<file path="src/hdl/alp_ram.sv">
// Generic single-clock RAM, one write port, one registered read port.
module alp_ram #(
	parameter int WIDTH = 8,
	parameter int DEPTH = 256
) (
	input  logic                     clk,
	input  logic                     we,
	input  logic [$clog2(DEPTH)-1:0] waddr,
	input  logic [WIDTH-1:0]         wdata,
	input  logic                     re,
	input  logic [$clog2(DEPTH)-1:0] raddr,
	output logic [WIDTH-1:0]         rdata
);

	logic [WIDTH-1:0] mem [DEPTH];

	// Write port
	always_ff @(posedge clk) begin
		if (we) begin
			mem[waddr] <= wdata;
		end
	end

	// Read port, registered
	always_ff @(posedge clk) begin
		if (re) begin
			rdata <= mem[raddr];
		end
	end

endmodule

</file>
<file path="config.mk">
export PLATFORM = sky130hd
export DESIGN_NAME = alp_ram
export DESIGN_NICKNAME = d
export VERILOG_FILES = /design/src/hdl/alp_ram.sv
export SDC_FILE = /design/constraint.sdc
export NUM_CORES = 2
export LEC_CHECK = 0
export BUFFER_PORTS_ARGS = -buffer_cell sky130_fd_sc_hd__buf_4
export CAP_MARGIN = 20
export CELL_PAD_IN_SITES_DETAIL_PLACEMENT = 0
export CELL_PAD_IN_SITES_GLOBAL_PLACEMENT = 1
export CORE_MARGIN = 5
export CORE_UTILIZATION = 30
export DETAILED_ROUTE_END_ITERATION = 16
export PLACE_DENSITY = 0.44
export SLEW_MARGIN = 25
export SYNTH_ARGS = -nofsm -noshare
export SYNTH_HDL_FRONTEND = slang
export SYNTH_SLANG_ARGS = --single-unit
</file>
<file path="constraint.sdc">
create_clock -name clk -period 3.65 [get_ports clk]
set_clock_uncertainty 0.05 [all_clocks]
set_input_delay 0.73 -clock clk [delete_from_list [all_inputs] [get_ports clk]]
set_output_delay 0.73 -clock clk [all_outputs]
set_load 0.02 [all_outputs]
</file>
==> After elaboration in Yosys (flattened, before gate mapping) <==
Memory sizes are Yosys's and may differ from the RTL's. A register that Yosys moved wholly into a read port is not among the register bits.
Index checks and enable logic that the tools add are counted.
{ "totals": {"regBits": 0, "ramBits": 2048, "inputBits": 27, "output_inout_bits": 8, "word_cells": 3, "n_memories": 1} }
{ "mem_list": {"columns": ["name", "words", "word_bits", "rd", "rd_clocked_by_memory_dff", "wr", "line_no", "text"], "rows": [
  ["mem", 256, 8, 1, 1, 1, "15", "logic [WIDTH-1:0] mem [DEPTH];"]
]} }
{ "op_classes": {"n_mux": 2} }
{ "op_table": {"columns": ["cell", "n"], "rows": [
  ["$mux W1", 2]
]} }

==> Depth between registers and ports, before layout <==
{ "logic_depth": {"ltp_word": 2, "mapped_depth": 11, "depth_no_buf": 6} }

==> Worst setup path before layout <==
OpenSTA, ideal clock, no wires.
{ "synth_timing": {"path_type": "in2reg", "startpoint": "input raddr[0]", "endpoint": "register rdata[2] (read register of mem), data pin", "setup_time_ns": 0.269, "arrival_ns": 2.537, "required_ns": 3.331, "slack_ns": 0.794, "cell_stages": 9, "n_path_buf": 4, "cell_sequence": "buf_6 > buf_12 > buf_8 > buf_2 > mux4_2 > a22oi_1 > a21oi_1 > nor4_1 > nor4_2"} }
{ "synth_rtl": {"columns": ["item", "line_no", "text"], "rows": [
  ["start, declared", "11", "input logic [$clog2(DEPTH)-1:0] raddr,"],
  ["end, declared", "12", "output logic [WIDTH-1:0] rdata"]
]} }

==> flow_summary.json <==
{
  "async_flop_share": 0,
  "maxCapViolations": 0,
  "synth-compound-area-share": 0.03416,
  "muxShareOfSynthArea": 0.1460,
  "finalHoldViolCount": 0,
  "place_congestion": 0.7677,
  "crit_path_start_kind": "input pin",
  "cts_inserted_buffers": 218,
  "synth_fa_ha_area_frac": 0,
  "use_met1": 0.2374,
  "finalInstanceArea_um2": 95360,
  "synth_top_cell_by_area": "edfxtp_1",
  "final_cell_mix": "edfxtp_1 (2,056), buf_4 (540), mux4_2 (454)",
  "tightest_slew_ps": 1023,
  "cp_slowest_stage_delay_ps": 750,
  "place_area_um2": 88340,
  "rrSetupSlack_ps": 720,
  "post_synth_num_cell_types": 54,
  "synth_nets": 3760,
  "vias": 39569,
  "syn2layout_area_growth_pct": 19.75,
  "crit_family": "buffers and inverters",
  "globalRouteMet3Util": 0.02492,
  "irDropWorstVdd_mv": 0.4938,
  "p_seq_frac": 0.515,
  "internal_power_mw": 39.46,
  "cts_htree_levels": 4,
  "synthTopCellsByArea": "edfxtp_1 (78%), mux4_2 (13%), mux2i_1 (1.7%), nor2_1 (1.3%), a22oi_1 (1.3%)",
  "crit_arrival_ps": 3670,
  "worstPathRequired_ps": 4200,
  "postCtsHoldBufs": 0,
  "path_clk_slew_ps": 60,
  "start_util": 0.3009,
  "wirelength_um": 238100,
  "netlist_instances": 3733,
  "grt_overflow": 0,
  "io_pins": 35,
  "cts_root_buffer": "clkbuf_16",
  "switching_share": 0.2206,
  "drtPass1Iterations": 5,
  "grt_setup_unrepaired": "no",
  "total_leakage_power_nw": 30.16,
  "grt_max_degree": 94,
  "fmax_mhz": 320.3,
  "grt_pass1_vias": 41424,
  "rr_worst_depth": 6,
  "p_switching_mw": 11.17,
  "run_status": "finished clean",
  "hold_path_class": "in2reg",
  "drt_iter0_drc": 3592,
  "yosys_warnings": 0,
  "fin_util": 0.3604,
  "placementRows": 189,
  "clk-insertion-delay-late_ps": 860,
  "grt_busiest_layer": "met2",
  "synth.avg_cell_area_um2": 21.33,
  "ys_seq_area_frac": 0.7753,
  "design.die.area_um2": 275900,
  "setup_viol": 0,
  "cts_resized": 0,
  "synth_ff_type": "edfxtp_1",
  "synth_seq_cells": 2056,
  "grt_usage": 0.1702,
  "crit_chain": "buf_8 > buf_12 > buf_4 > mux4_2 > o221ai_1 > nor2_1 > nor4_1 > buf_4 > nor4_2",
  "io_buffers": 34,
  "post_drt_wl_per_cell_um": 29.51,
  "drv_slew": 0,
  "die_h_um": 525.2,
  "postCtsSetupBuffers": 0,
  "whs_endpoint": "mem[82][6]",
  "power_density_nw_per_um2": 530.9,
  "max_slew_margin": 0.3182,
  "layout.nets": 4367,
  "layout_commonest_cell": "edfxtp_1",
  "yosys.area.top_type_share": 0.7753,
  "drc": 0,
  "vias_per_cell": 4.904,
  "grt_pass1_wl_um": 334300,
  "cts_tree": "done",
  "finalSetupTns_ps": 0,
  "grt_use_met2": 0.2841,
  "antenna_found_initial": 20,
  "worstHoldStart": "wdata[6]",
  "postRouteAntennaNets": 0,
  "drive_above_1_share": 0.3125,
  "ctsLongestPathBuffers": 3,
  "p_comb_frac": 0.055,
  "cts_sinks": 2056,
  "r2r_start": "mem[83][2]",
  "worst-path-buf-inv": 4,
  "core_um2": 264600,
  "fin_crit_sh": 0.8554,
  "pwr-share-clk": 0.430,
  "worstPathMaxFanout": 31,
  "critPathKind": "in2reg",
  "hold_path_depth": 1,
  "synth_top_family_by_area": "multiplexers",
  "synth-simple-area-share": 0.02625,
  "synth_xor_area_frac": 0,
  "min_period_ps": 3122,
  "syn_area_um2": 79640,
  "die_x_um": 525.2,
  "dp_hpwl_um": 155300,
  "path_common_cell": "buf_4",
  "r2r_end": "rdata[2]",
  "crit_slowest_cell": "nor4_1",
  "synth_edf_count": 2056,
  "critPathCaptureType": "register"
}
-- cells in the mapped netlist, types with 16 or more instances --
cell type  number
clkbuf_1      111
a211oi_1       16
buf_6          21
mux4_2        454
nand3_1        34
edfxtp_1     2056
mux2i_1       134
nand2_1        33
buf_1          22
buf_4          27
nor3_1         22
buf_2          31
a22oi_1       133
o22ai_1        28
a21oi_1        96
nor4_1         24
nor2b_1        31
nor2_1        282
o221ai_1       46
-- metrics by stage --
step	power (mW)	worst slack [ps]	instances	hold WS [ps]
finish	50.63	527.8	8068	233.7
global route	52.47	437.8	8064	176.5
CTS	51.39	515.0	8061	169.8
detailed placement	29.45	-429.4	7653	1115
global placement	29.44	-914.1	7652	1109
floorplan	27.83	793.9	3733	778.9
-- worst max-delay path by stage --
| stage | start | end | slack (ps) | cells past startpoint |
|---|---|---|---|---|
| floorplan | raddr[0] | rdata[2] | 790 | 9 |
| global placement | raddr[0] | rdata[1] | -910 | 8 |
| detailed placement | raddr[0] | rdata[2] | -430 | 9 |
| CTS | raddr[0] | rdata[2] | 520 | 9 |
| global route | raddr[0] | rdata[2] | 440 | 9 |
| finish | raddr[0] | rdata[2] | 530 | 9 |
-- cell families (layout without fill, tap and decap cells) --
kind of cell	count (synthesis)	count (layout)
compound gates	385	385
flops	2056	2056
other cells	0	7
mux	591	591
buf+inv	235	1030
simple gates	466	466
-- registers in the layout (all words and copies together), names as in the netlist --
signal	cells
mem	2048
rdata	8
-- worst reg2reg max path, delay by kind of cell, from the launching register on --
| family | cells | cell delay (ps) |
|---|---|---|
| buf+inv | 1 | 240 |
| flops | 1 | 360 |
| mux | 2 | 1070 |
| simple gates | 3 | 970 |
-- layer usage --
metal | routed length [um] | vias to the layer above
li1 | - | 16951
met1 | 106400 | 21462
met2 | 117300 | 895
met3 | 9785 | 261
met4 | 4680 | 0
met5 | 0 | -
-- cell type report --
| cell class | instances | area, um^2 |
|---|---|---|
| fill | 24599 | 169300 |
| tap | 3533 | 4420 |
| timing repair buffer | 620 | 5605 |
| sequential | 2056 | 61740 |
| multi-input combinational | 1442 | 16570 |
| inverter | 2 | 7.507 |
| clock buffer | 272 | 5700 |
| antenna | 7 | 17.52 |
| clock inverter | 136 | 1304 |
-- power groups by stage --
stage,Combinational (mW),Clock (mW),Sequential (mW)
floorplan,1.26,0,26.6
global placement,2.85,0,26.6
detailed placement,2.87,0,26.6
CTS,2.87,22.4,26.1
global route,2.96,23.4,26.1
finish,2.78,21.8,26.1
Power figures use the tool's default switching activity.
